`src/lbmav_pkg.sv`:
```
// Package for the D2Q9 average velocity block: field widths, shared types.
// No dependencies.
`timescale 1ns / 1ps
`default_nettype none
package lbmav_pkg;
  localparam int unsigned SpeedW = 16;
  localparam int unsigned RhoW   = 20;
  localparam int unsigned MomW   = 18;
  localparam int unsigned UW     = 17;
  localparam int unsigned MagW   = 17;
  localparam int unsigned SumW   = 37;
  localparam int unsigned CountW = 21;
  localparam int unsigned AvgW   = 17;
  localparam int unsigned ReW    = 32;
  localparam int unsigned HeightW = 13;
  localparam int unsigned ViscW  = 16;
  localparam int unsigned Dirs   = 9;
  // At most this many fluid cells are counted per grid; later fluid cells are ignored.
  localparam int unsigned MaxCells = 1048576;

  localparam logic [1:0] CfgHeight = 2'd0;
  localparam logic [1:0] CfgVisc   = 2'd1;

  // Per-lane divider job: numerator and divisor.
  typedef struct packed {
    logic [MomW+16-1:0] num;
    logic [RhoW-1:0]    den;
  } div_job_t;
endpackage
`default_nettype wire

```
`src/lbm_d2q9_average_velocity.sv`:
```
// D2Q9 average velocity top level: cell front end, x and y divider lanes,
// magnitude unit, accumulator and the end-of-grid report with the average
// and Reynolds dividers. Depends on lbmav_pkg, lbmav_divlane, lbmav_sqrt.
`timescale 1ns / 1ps
`default_nettype none
// One cell is taken per transaction. A counted fluid cell runs through the
// sums, the x and y divider lanes side by side (one quotient bit at a time),
// the square and the bit-serial square root, then the accumulate. A last
// cell also runs the average divider and the Reynolds divider, unless no
// fluid cell was counted. The result sits in an output register; the next
// cell is taken while it waits.
module lbm_d2q9_average_velocity (
  input  wire logic        clk_i,
  input  wire logic        rst_ni,
  input  wire logic        cfg_we_i,
  input  wire logic [0:0]  cfg_index_i,
  input  wire logic [15:0] cfg_data_i,
  input  wire logic        in_valid_i,
  output logic             in_ready_o,
  input  wire logic [15:0] speed_0_i,
  input  wire logic [15:0] speed_1_i,
  input  wire logic [15:0] speed_2_i,
  input  wire logic [15:0] speed_3_i,
  input  wire logic [15:0] speed_4_i,
  input  wire logic [15:0] speed_5_i,
  input  wire logic [15:0] speed_6_i,
  input  wire logic [15:0] speed_7_i,
  input  wire logic [15:0] speed_8_i,
  input  wire logic        is_obstacle_i,
  input  wire logic        last_cell_i,
  output logic             out_valid_o,
  input  wire logic        out_ready_i,
  output logic [16:0]      average_speed_o,
  output logic [31:0]      reynolds_number_o,
  output logic [20:0]      fluid_cells_o,
  output logic             no_fluid_o
);
  localparam int unsigned SumW = lbmav_pkg::SumW;
  localparam int unsigned CountW = lbmav_pkg::CountW;
  localparam int unsigned NumW = lbmav_pkg::MomW + 16;
  localparam int unsigned RhoW = lbmav_pkg::RhoW;
  localparam int unsigned ReNumW = 17 + 13 + 16;

  typedef enum logic [6:0] {
    S_IDLE  = 7'b0000001,
    S_DIV   = 7'b0000010,
    S_SQ    = 7'b0000100,
    S_SQRT  = 7'b0001000,
    S_ACC   = 7'b0010000,
    S_AVG   = 7'b0100000,
    S_RE    = 7'b1000000
  } state_e;

  state_e state_q, state_d;
  logic [12:0] height_q;
  logic [15:0] visc_q;
  logic [SumW-1:0] sum_q;
  logic [CountW-1:0] count_q;
  logic fluid_q, last_q, zero_q, start_q;
  logic [16:0] ux_q, uy_q;
  logic [35:0] sq_q;
  logic [16:0] avg_q;
  logic [29:0] prod_q;
  logic out_valid_q;
  logic [16:0] out_avg_q;
  logic [31:0] out_re_q;
  logic [CountW-1:0] out_cnt_q;
  logic out_nf_q;

  logic [RhoW-1:0] rho;
  logic [17:0] xp, xn, yp, yn;
  lbmav_pkg::div_job_t jx, jy;
  logic accept, dx_done, dy_done, sq_done, ad_done, rd_done;
  logic [NumW-1:0] qx, qy;
  logic [16:0] mag;
  logic [SumW-1:0] ad_q;
  logic [ReNumW-1:0] rd_q;
  logic sq_start, ad_start, rd_start, dv_start;
  logic [SumW:0] sum_ext;
  logic cnt_ok;

  assign accept = in_valid_i && in_ready_o;
  assign cnt_ok = {11'd0, count_q} < 32'(lbmav_pkg::MaxCells);
  assign in_ready_o = (state_q == S_IDLE) && !start_q;

  // Front end: density and direction sums.
  always_comb begin
    rho = RhoW'(speed_0_i) + RhoW'(speed_1_i) + RhoW'(speed_2_i) +
          RhoW'(speed_3_i) + RhoW'(speed_4_i) + RhoW'(speed_5_i) +
          RhoW'(speed_6_i) + RhoW'(speed_7_i) + RhoW'(speed_8_i);
    xp = 18'(speed_1_i) + 18'(speed_5_i) + 18'(speed_8_i);
    xn = 18'(speed_3_i) + 18'(speed_6_i) + 18'(speed_7_i);
    yp = 18'(speed_2_i) + 18'(speed_5_i) + 18'(speed_6_i);
    yn = 18'(speed_4_i) + 18'(speed_7_i) + 18'(speed_8_i);
    jx.num = {(xp >= xn) ? xp - xn : xn - xp, 16'd0};
    jy.num = {(yp >= yn) ? yp - yn : yn - yp, 16'd0};
    jx.den = (rho == '0) ? RhoW'(1) : rho;
    jy.den = jx.den;
  end

  assign dv_start = accept && !is_obstacle_i && cnt_ok;

  lbmav_divlane #(.NumW(NumW), .DenW(RhoW)) u_div_x (
    .clk_i, .rst_ni, .start_i(dv_start), .num_i(jx.num), .den_i(jx.den),
    .done_o(dx_done), .quo_o(qx)
  );
  lbmav_divlane #(.NumW(NumW), .DenW(RhoW)) u_div_y (
    .clk_i, .rst_ni, .start_i(dv_start), .num_i(jy.num), .den_i(jy.den),
    .done_o(dy_done), .quo_o(qy)
  );

  // Start the root once the square has landed in sq_q.
  assign sq_start = start_q && (state_q == S_SQRT);
  lbmav_sqrt u_sqrt (
    .clk_i, .rst_ni, .start_i(sq_start), .rad_i(sq_q), .done_o(sq_done),
    .root_o(mag)
  );

  // Average and Reynolds dividers, separate instances of the divider lane.
  assign ad_start = start_q && (state_q == S_AVG);
  lbmav_divlane #(.NumW(SumW), .DenW(CountW)) u_div_avg (
    .clk_i, .rst_ni, .start_i(ad_start), .num_i(sum_q), .den_i(count_q),
    .done_o(ad_done), .quo_o(ad_q)
  );
  assign rd_start = start_q && (state_q == S_RE);
  lbmav_divlane #(.NumW(ReNumW), .DenW(16)) u_div_re (
    .clk_i, .rst_ni, .start_i(rd_start), .num_i({prod_q, 16'd0}),
    .den_i(visc_q), .done_o(rd_done), .quo_o(rd_q)
  );

  assign sum_ext = {1'b0, sum_q} + (SumW + 1)'(mag);

  // Sequencer.
  always_comb begin
    state_d = state_q;
    unique case (state_q)
      S_IDLE: if (accept) begin
        if (dv_start) state_d = S_DIV;
        else if (last_cell_i) state_d = S_ACC;
      end
      S_DIV:  if (!start_q && dx_done && dy_done) state_d = S_SQ;
      S_SQ:   state_d = S_SQRT;
      S_SQRT: if (!start_q && sq_done) state_d = S_ACC;
      S_ACC:  if (!start_q) state_d = (last_q && count_q != '0 && !out_valid_q) ? S_AVG :
                (last_q && (count_q != '0 || out_valid_q)) ? S_ACC : S_IDLE;
      S_AVG:  if (!start_q && ad_done) state_d = S_RE;
      S_RE:   if (!start_q && rd_done) state_d = S_IDLE;
      default: state_d = S_IDLE;
    endcase
  end

  always_ff @(posedge clk_i or negedge rst_ni) begin
    if (!rst_ni) begin
      state_q <= S_IDLE;
      height_q <= 13'd128;
      visc_q <= 16'd1311;
      sum_q <= '0;
      count_q <= '0;
      fluid_q <= 1'b0;
      last_q <= 1'b0;
      zero_q <= 1'b0;
      start_q <= 1'b0;
      out_valid_q <= 1'b0;
    end else begin
      state_q <= state_d;
      start_q <= (state_d != state_q) && (state_d == S_DIV || state_d == S_SQRT ||
                 state_d == S_ACC || state_d == S_AVG || state_d == S_RE);
      if (cfg_we_i) begin
        case (cfg_index_i)
          lbmav_pkg::CfgHeight[0:0]: height_q <= cfg_data_i[12:0];
          default: visc_q <= cfg_data_i;
        endcase
      end
      if (accept) begin
        fluid_q <= dv_start;
        last_q <= last_cell_i;
        zero_q <= (rho == '0);
      end
      if (out_valid_q && out_ready_i) out_valid_q <= 1'b0;
      // Fold the magnitude into the running sum once.
      if (state_q == S_ACC && start_q && fluid_q) begin
        sum_q <= sum_ext[SumW] ? '1 : sum_ext[SumW-1:0];
        count_q <= count_q + 1'b1;
        fluid_q <= 1'b0;
      end
      // Empty grid reports without the dividers, once the previous report is taken.
      if (state_q == S_ACC && !start_q && last_q && count_q == '0 && !out_valid_q) begin
        out_valid_q <= 1'b1;
        out_avg_q <= '0;
        out_re_q <= '0;
        out_cnt_q <= '0;
        out_nf_q <= 1'b1;
        last_q <= 1'b0;
      end
      if (state_q == S_RE && !start_q && rd_done) begin
        out_valid_q <= 1'b1;
        out_avg_q <= avg_q;
        out_re_q <= (prod_q == '0) ? '0 : (visc_q == '0) ? '1 :
                    (rd_q[ReNumW-1:32] != '0) ? '1 : rd_q[31:0];
        out_cnt_q <= count_q;
        out_nf_q <= 1'b0;
        sum_q <= '0;
        count_q <= '0;
        last_q <= 1'b0;
      end
    end
  end

  // Datapath registers.
  always_ff @(posedge clk_i) begin
    if (state_q == S_DIV && dx_done && dy_done && !start_q) begin
      ux_q <= zero_q ? '0 : qx[16:0];
      uy_q <= zero_q ? '0 : qy[16:0];
    end
    if (state_q == S_SQ) sq_q <= 36'(ux_q) * 36'(ux_q) + 36'(uy_q) * 36'(uy_q);
    if (state_q == S_AVG && ad_done && !start_q) begin
      avg_q <= (ad_q[SumW-1:17] != '0) ? '1 : ad_q[16:0];
      prod_q <= 30'((ad_q[SumW-1:17] != '0) ? 17'h1FFFF : ad_q[16:0]) * 30'(height_q);
    end
  end

  assign out_valid_o = out_valid_q;
  assign average_speed_o = out_avg_q;
  assign reynolds_number_o = out_re_q;
  assign fluid_cells_o = out_cnt_q;
  assign no_fluid_o = out_nf_q;
endmodule
`default_nettype wire

```
`src/lbmav_divlane.sv`:
```
// One restoring divider lane: one quotient bit per cycle.
// No dependencies.
`timescale 1ns / 1ps
`default_nettype none
module lbmav_divlane #(
  parameter int unsigned NumW = 34,
  parameter int unsigned DenW = 20
) (
  input  wire logic            clk_i,
  input  wire logic            rst_ni,
  input  wire logic            start_i,
  input  wire logic [NumW-1:0] num_i,
  input  wire logic [DenW-1:0] den_i,
  output logic                 done_o,
  output logic [NumW-1:0]      quo_o
);
  localparam int unsigned CntW = $clog2(NumW + 1);
  logic [NumW-1:0] quo_q, quo_d;
  logic [DenW:0]   rem_q, rem_d;
  logic [DenW-1:0] den_q;
  logic [CntW-1:0] cnt_q, cnt_d;
  logic            busy_q, busy_d;
  logic [DenW:0]   trial;

  // Shift in the next numerator bit and try the subtract.
  always_comb begin
    quo_d = quo_q;
    rem_d = rem_q;
    cnt_d = cnt_q;
    busy_d = busy_q;
    trial = {rem_q[DenW-1:0], quo_q[NumW-1]};
    if (start_i) begin
      quo_d = num_i;
      rem_d = '0;
      cnt_d = CntW'(NumW);
      busy_d = 1'b1;
    end else if (busy_q) begin
      if (trial >= {1'b0, den_q}) begin
        rem_d = trial - {1'b0, den_q};
        quo_d = {quo_q[NumW-2:0], 1'b1};
      end else begin
        rem_d = trial;
        quo_d = {quo_q[NumW-2:0], 1'b0};
      end
      cnt_d = cnt_q - 1'b1;
      if (cnt_q == CntW'(1)) busy_d = 1'b0;
    end
  end

  always_ff @(posedge clk_i or negedge rst_ni) begin
    if (!rst_ni) begin
      busy_q <= 1'b0;
      cnt_q <= '0;
    end else begin
      busy_q <= busy_d;
      cnt_q <= cnt_d;
    end
  end

  always_ff @(posedge clk_i) begin
    quo_q <= quo_d;
    rem_q <= rem_d;
    if (start_i) den_q <= den_i;
  end

  assign done_o = !busy_q;
  assign quo_o = quo_q;
endmodule
`default_nettype wire

```
`src/lbmav_sqrt.sv`:
```
// Bit-serial integer square root, two radicand bits per cycle.
// Depends on lbmav_pkg.
`timescale 1ns / 1ps
`default_nettype none
module lbmav_sqrt (
  input  wire logic                  clk_i,
  input  wire logic                  rst_ni,
  input  wire logic                  start_i,
  input  wire logic [35:0]           rad_i,
  output logic                       done_o,
  output logic [lbmav_pkg::MagW-1:0] root_o
);
  logic [35:0] rad_q, rad_d;
  logic [19:0] rem_q, rem_d;
  logic [17:0] root_q, root_d;
  logic [4:0]  cnt_q, cnt_d;
  logic        busy_q, busy_d;
  logic [19:0] trial, test;

  // Bring down two bits, compare against 4*root+1.
  always_comb begin
    rad_d = rad_q;
    rem_d = rem_q;
    root_d = root_q;
    cnt_d = cnt_q;
    busy_d = busy_q;
    trial = {rem_q[17:0], rad_q[35:34]};
    test = {root_q, 2'b01};
    if (start_i) begin
      rad_d = rad_i;
      rem_d = '0;
      root_d = '0;
      cnt_d = 5'd18;
      busy_d = 1'b1;
    end else if (busy_q) begin
      rad_d = {rad_q[33:0], 2'b00};
      if (trial >= test) begin
        rem_d = trial - test;
        root_d = {root_q[16:0], 1'b1};
      end else begin
        rem_d = trial;
        root_d = {root_q[16:0], 1'b0};
      end
      cnt_d = cnt_q - 1'b1;
      if (cnt_q == 5'd1) busy_d = 1'b0;
    end
  end

  always_ff @(posedge clk_i or negedge rst_ni) begin
    if (!rst_ni) begin
      busy_q <= 1'b0;
      cnt_q <= '0;
    end else begin
      busy_q <= busy_d;
      cnt_q <= cnt_d;
    end
  end

  always_ff @(posedge clk_i) begin
    rad_q <= rad_d;
    rem_q <= rem_d;
    root_q <= root_d;
  end

  assign done_o = !busy_q;
  assign root_o = root_q[lbmav_pkg::MagW-1:0];
endmodule
`default_nettype wire
```
`config.mk`:
```
export PLATFORM = sky130hd
export DESIGN_NAME = lbm_d2q9_average_velocity
export DESIGN_NICKNAME = d
export VERILOG_FILES = /design/src/lbmav_pkg.sv /design/src/lbm_d2q9_average_velocity.sv /design/src/lbmav_divlane.sv /design/src/lbmav_sqrt.sv
export SDC_FILE = /design/constraint.sdc
export NUM_CORES = 2
export LEC_CHECK = 0
export ABC_AREA = 1
export ABC_CLOCK_PERIOD_IN_PS = 14500
export BUFFER_PORTS_ARGS = -buffer_cell sky130_fd_sc_hd__buf_2
export CAP_MARGIN = 10
export CORE_MARGIN = 2
export CORE_UTILIZATION = 58
export CTS_CLUSTER_DIAMETER = 120
export DETAILED_ROUTE_END_ITERATION = 6
export HOLD_SLACK_MARGIN = 0.08
export PLACE_DENSITY = 0.75
export SYNTH_ARGS = -nofsm -noshare
export SYNTH_HDL_FRONTEND = slang
export SYNTH_SLANG_ARGS = --single-unit
```
`constraint.sdc`:
```
create_clock -name clk_i -period 14.5 [get_ports clk_i]
set_input_delay 4.35 -clock clk_i [delete_from_list [all_inputs] [get_ports clk_i]]
set_output_delay 4.35 -clock clk_i [all_outputs]
set_load 0.02 [all_outputs]
```
==> results.md <==
* Number of antenna-violating nets in the routed design at 0
* Clock buffer depth at 3
* Maximum resistive drop on vdd at 0.000581 V
* Worst setup EP type: register
* Max Cap Viol at 0
* Startpoint type of the worst setup path: input port
* Proportion of synthesized chip area in sequential cells at 25.7%
* Deepest level of the CTS H-tree at 3
* Library cell occupying the most area in the post-synthesis netlist: sky130_fd_sc_hd__fa_1
* Buffers & Inverters on Critical Path at 4
* Area added between synthesis and finish at 7.10%
* Worst setup path class: in2reg
* Average cell area after synthesis at between 8 and 9 um2
* Relative slew slack at 25.2%
* Number of clock buffers inserted by TritonCTS at 76
* Count of vias placed by the detailed router at approximately 57000
* Final-report max-slew violation count at 0
* Clock sink count at 677
* Ratio of final minimum period to clock period at roughly 60%
* Number of placement rows at about 130
* First drt pass iteration count at 6
* Clk_lat worst skew at between 0.6 and 0.7 ns
* Most used standard cell by instance count after synthesis: sky130_fd_sc_hd__nand2_1
* Die ar. at 124000 um2
* Number of warnings reported in the yosys synthesis log at 0
* Leakage power at 40.1 nW
* Buffers added on ports at 240
* Initial detailed-routing violation count at about 4600
* Worst R2R Setup Slack at roughly 6.7 ns
* GR Overflow Total at 0
* CTS Root Cell: sky130_fd_sc_hd__clkbuf_16
* Outcome: finished clean
* Worst EP arrival at just over 9 ns
* Number of antenna violations at the first check in global routing at 3
* Longest individual stage delay on the worst path at 0.50 ns
* Final setup vio count at 0
* Worst-path maximum fanout at 19
* Buffers inserted by post-CTS timing repair at 0
* WL per Instance at approximately 18 um
* Total of cells resized after clock tree synthesis at 0
* Number of synthesized flops with an enable pin at 383
* Number of cells on the critical path at 25
* Synth unique cells at 63
* Async SR Flop Fraction at roughly a fifth
* Actual slew at the worst max-slew pin at ~1.1 ns
* Commonest register cell after synthesis: sky130_fd_sc_hd__edfxtp_1
* Path depth of the worst reg2reg path at 26
* DIE HEIGHT at about 350 um
* Final worst clock skew at approximately 0.06 ns
* Classification of the worst-slack hold path: reg2reg
* Final Hold Fails at 0
* Number of DRC violations after detailed routing at 0
* Unrepaired setup endpoints after global routing: false
* Post-Syn Area at roughly 70000 um2
* Max Clk Rate at 114 MHz
* Synthesized netlist net count at just over 10000
* Core area at about 120000 um2
* Gate family responsible for the most delay along the worst path: simple AND/OR/NAND/NOR gates
* TritonCTS clock tree: yes
* Yosys top cell area share at about 23%
* Number of flip-flops and latches in the synthesized netlist at ~680
* Required time at the endpoint of the critical path at 14.88 ns
* Maximum number of pins on one net before global-route repair at 56
* Synth cell count leaders: sky130_fd_sc_hd__nand2_1, sky130_fd_sc_hd__inv_1, sky130_fd_sc_hd__fa_1
* GPL Wtd Cong at around 1
* Cell types with the largest area share after synthesis: sky130_fd_sc_hd__fa_1, sky130_fd_sc_hd__edfxtp_1, sky130_fd_sc_hd__nand2_1
* Critical path origin: speed_2_i[5]
* Cells after synthesis at 8666
* Final critical-path required period at 8.74 ns
* Worst flop-to-flop path startpoint: ux_q[2]$_SDFFCE_PP0P_
* TNS Setup at 0 ns
* Top-level port count at around 240
* Fraction of final layout cells with drive strength greater than 1 at between 5 and 6%
* Die width at about 350 um
* Quantity of hold-fixing buffers added after cts at 0
* R2R Path End: sq_q[29]$_DFFE_PP_
* Final Total Pwr at between 15 and 20 mW
* Critical path endpoint: u_div_y.quo_o[30]$_DFFE_PP_
* Half-perimeter wire length after placement at 148 mm
* Clock slew at reported path FFs at roughly 0.060 ns
* P per Cell Area at between 200 and 250 nW/um2
* Vias per Instance at 5.42
* Vias in the first global route at about 58000
* Nets@finish at around 10000
* First-pass GRT wire length at ~300 mm
* Effective utilization at floorplan at about three fifths
* Wire length after detailed routing at ~180 mm
* GR Util All Layers at between 20% and 30%
* Critical-path cell with the highest stage delay: sky130_fd_sc_hd__fa_1
* Critical path's most frequent cell: sky130_fd_sc_hd__nand2_1
[final cells by class]
type | count | area, um2
well taps | 1612 | 2020
flip-flops and latches | 677 | 18100
repair buffers | 273 | 1460
fillers | 10500 | 44800
inverters | 1912 | 7180
clock inverters | 35 | 417
clock buffers | 107 | 2170
diodes | 2 | 5.00
multi-input cells | 5823 | 44000
[stage by stage]
step / util (%) / worst slack [ns] / hold WS, ns / cell area [um2] / instances
floorplan: - / 6.32 / 0.430 / 70300 / 8666
global placement: 60.5 / 5.28 / 0.443 / 72700 / 10300
detailed placement: 60.5 / 5.21 / 0.446 / 72700 / 10300
CTS: 62.7 / 5.85 / 0.460 / 75300 / 10400
global route: 62.7 / 5.27 / 0.489 / 75300 / 10400
finish: 62.7 / 5.76 / 0.454 / 75300 / 10400
[layer usage]
layer  vias up  track usage (%)  wire length (um)
li1      27000                -                 -
met1     27300             40.2             78200
met2      1928             50.2             87700
met3       301             3.59             11600
met4         0             9.32              5660
met5         -                0                 0
[state kept, by name, summed over array words and instances (netlist names), 18 cells and up]
signal             count
u_div_x.rem_q         20
u_sqrt.rad_q          36
reynolds_number_o     32
u_div_avg.rem_q       21
sq_q                  35
u_div_y.den_q         20
u_div_avg.den_q       21
u_sqrt.rem_q          18
u_div_re.quo_o        46
u_sqrt.root_q         18
sum_q                 37
u_div_avg.quo_o       37
count_q               21
prod_q                30
u_div_y.quo_o         34
u_div_y.rem_q         20
fluid_cells_o         21
u_div_x.quo_o         34
[logic make-up after synthesis]
kind of cell | count (synthesis) | share of synthesized area (%)
multiplexers | 3 | 0.0480
flip-flops | 677 | 25.7
XOR/XNOR | 257 | 3.20
AO/OA/AOI/OAI | 1023 | 8.22
adder cells (fa/ha/maj) | 1351 | 32.6
AND/OR/NAND/NOR | 3189 | 18.5
buffers and inverters | 2166 | 11.8
[report_power, final]
| group | internal [mW] | switching, mW | total [mW] |
|---|---|---|---|
| combinational | 4.04 | 6.95 | 11.0 |
| sequential | 2.70 | 0.189 | 2.89 |
| clock | 1.12 | 0.841 | 1.96 |
[worst min path at each step]
stage,startpoint,endpoint,slack [ns],cells past startpoint
after floorplan,u_div_x.quo_o[15]$_SDFFE_PP0P_,u_div_x.quo_o[15]$_SDFFE_PP0P_,0.43,2
after global placement,u_div_x.quo_o[15]$_SDFFE_PP0P_,u_div_x.quo_o[15]$_SDFFE_PP0P_,0.44,2
after detailed placement,u_div_y.quo_o[15]$_SDFFE_PP0P_,u_div_y.quo_o[15]$_SDFFE_PP0P_,0.45,2
after CTS,u_div_y.quo_o[15]$_SDFFE_PP0P_,u_div_y.quo_o[15]$_SDFFE_PP0P_,0.46,2
after global routing,u_div_re.rem_q[7]$_SDFFE_PP0P_,u_div_re.rem_q[7]$_SDFFE_PP0P_,0.49,2
final,u_div_y.quo_o[15]$_SDFFE_PP0P_,u_div_y.quo_o[15]$_SDFFE_PP0P_,0.45,2
[placed cells by master (no fill, tap or decap), types with 14 or more instances in the layout]
master,n
sky130_fd_sc_hd__clkbuf_16,78
sky130_fd_sc_hd__dfxtp_1,161
sky130_fd_sc_hd__nor3_1,68
sky130_fd_sc_hd__o21ai_1,44
sky130_fd_sc_hd__xnor2_1,74
sky130_fd_sc_hd__nand3_1,308
sky130_fd_sc_hd__nand2_1,2104
sky130_fd_sc_hd__o21a_1,16
sky130_fd_sc_hd__a32o_1,16
sky130_fd_sc_hd__nor4_1,32
sky130_fd_sc_hd__inv_1,1889
sky130_fd_sc_hd__o211ai_1,44
sky130_fd_sc_hd__edfxtp_1,383
sky130_fd_sc_hd__xor2_1,183
sky130_fd_sc_hd__inv_2,21
sky130_fd_sc_hd__o21ai_0,365
sky130_fd_sc_hd__nor2_1,522
sky130_fd_sc_hd__clkbuf_1,18
sky130_fd_sc_hd__a21oi_1,360
sky130_fd_sc_hd__or2_2,14
sky130_fd_sc_hd__fa_1,797
sky130_fd_sc_hd__a31oi_1,15
sky130_fd_sc_hd__buf_4,33
sky130_fd_sc_hd__a22oi_1,51
sky130_fd_sc_hd__nand4_1,84
sky130_fd_sc_hd__ha_1,554
sky130_fd_sc_hd__dfrtp_1,124
sky130_fd_sc_hd__a21o_1,31
sky130_fd_sc_hd__o22ai_1,19
sky130_fd_sc_hd__o21bai_1,24
sky130_fd_sc_hd__buf_2,239
[worst register-to-register path: stages (launching register included)]
cell                       delay [ns]
sky130_fd_sc_hd__edfxtp_1        1.00
sky130_fd_sc_hd__nand2_1         0.30
sky130_fd_sc_hd__fa_1            0.57
sky130_fd_sc_hd__fa_1            0.55
sky130_fd_sc_hd__inv_1           0.05
sky130_fd_sc_hd__fa_1            0.47
sky130_fd_sc_hd__inv_1           0.06
sky130_fd_sc_hd__fa_1            0.53
sky130_fd_sc_hd__inv_1           0.05
sky130_fd_sc_hd__fa_1            0.48
sky130_fd_sc_hd__fa_1            0.47
sky130_fd_sc_hd__fa_1            0.51
sky130_fd_sc_hd__inv_1           0.05
sky130_fd_sc_hd__fa_1            0.52
sky130_fd_sc_hd__inv_1           0.05
sky130_fd_sc_hd__ha_1            0.37
sky130_fd_sc_hd__nand2_1         0.10
sky130_fd_sc_hd__inv_1           0.08
sky130_fd_sc_hd__nand3_1         0.08
sky130_fd_sc_hd__nor3_1          0.43
sky130_fd_sc_hd__nand4_1         0.17
sky130_fd_sc_hd__nand3_1         0.23
sky130_fd_sc_hd__nand2_1         0.08
sky130_fd_sc_hd__nand2_1         0.11
sky130_fd_sc_hd__nand2_1         0.08
sky130_fd_sc_hd__nand3_1         0.07
sky130_fd_sc_hd__nand2_1         0.08
No activity file was read; power rests on OpenSTA's default activity.
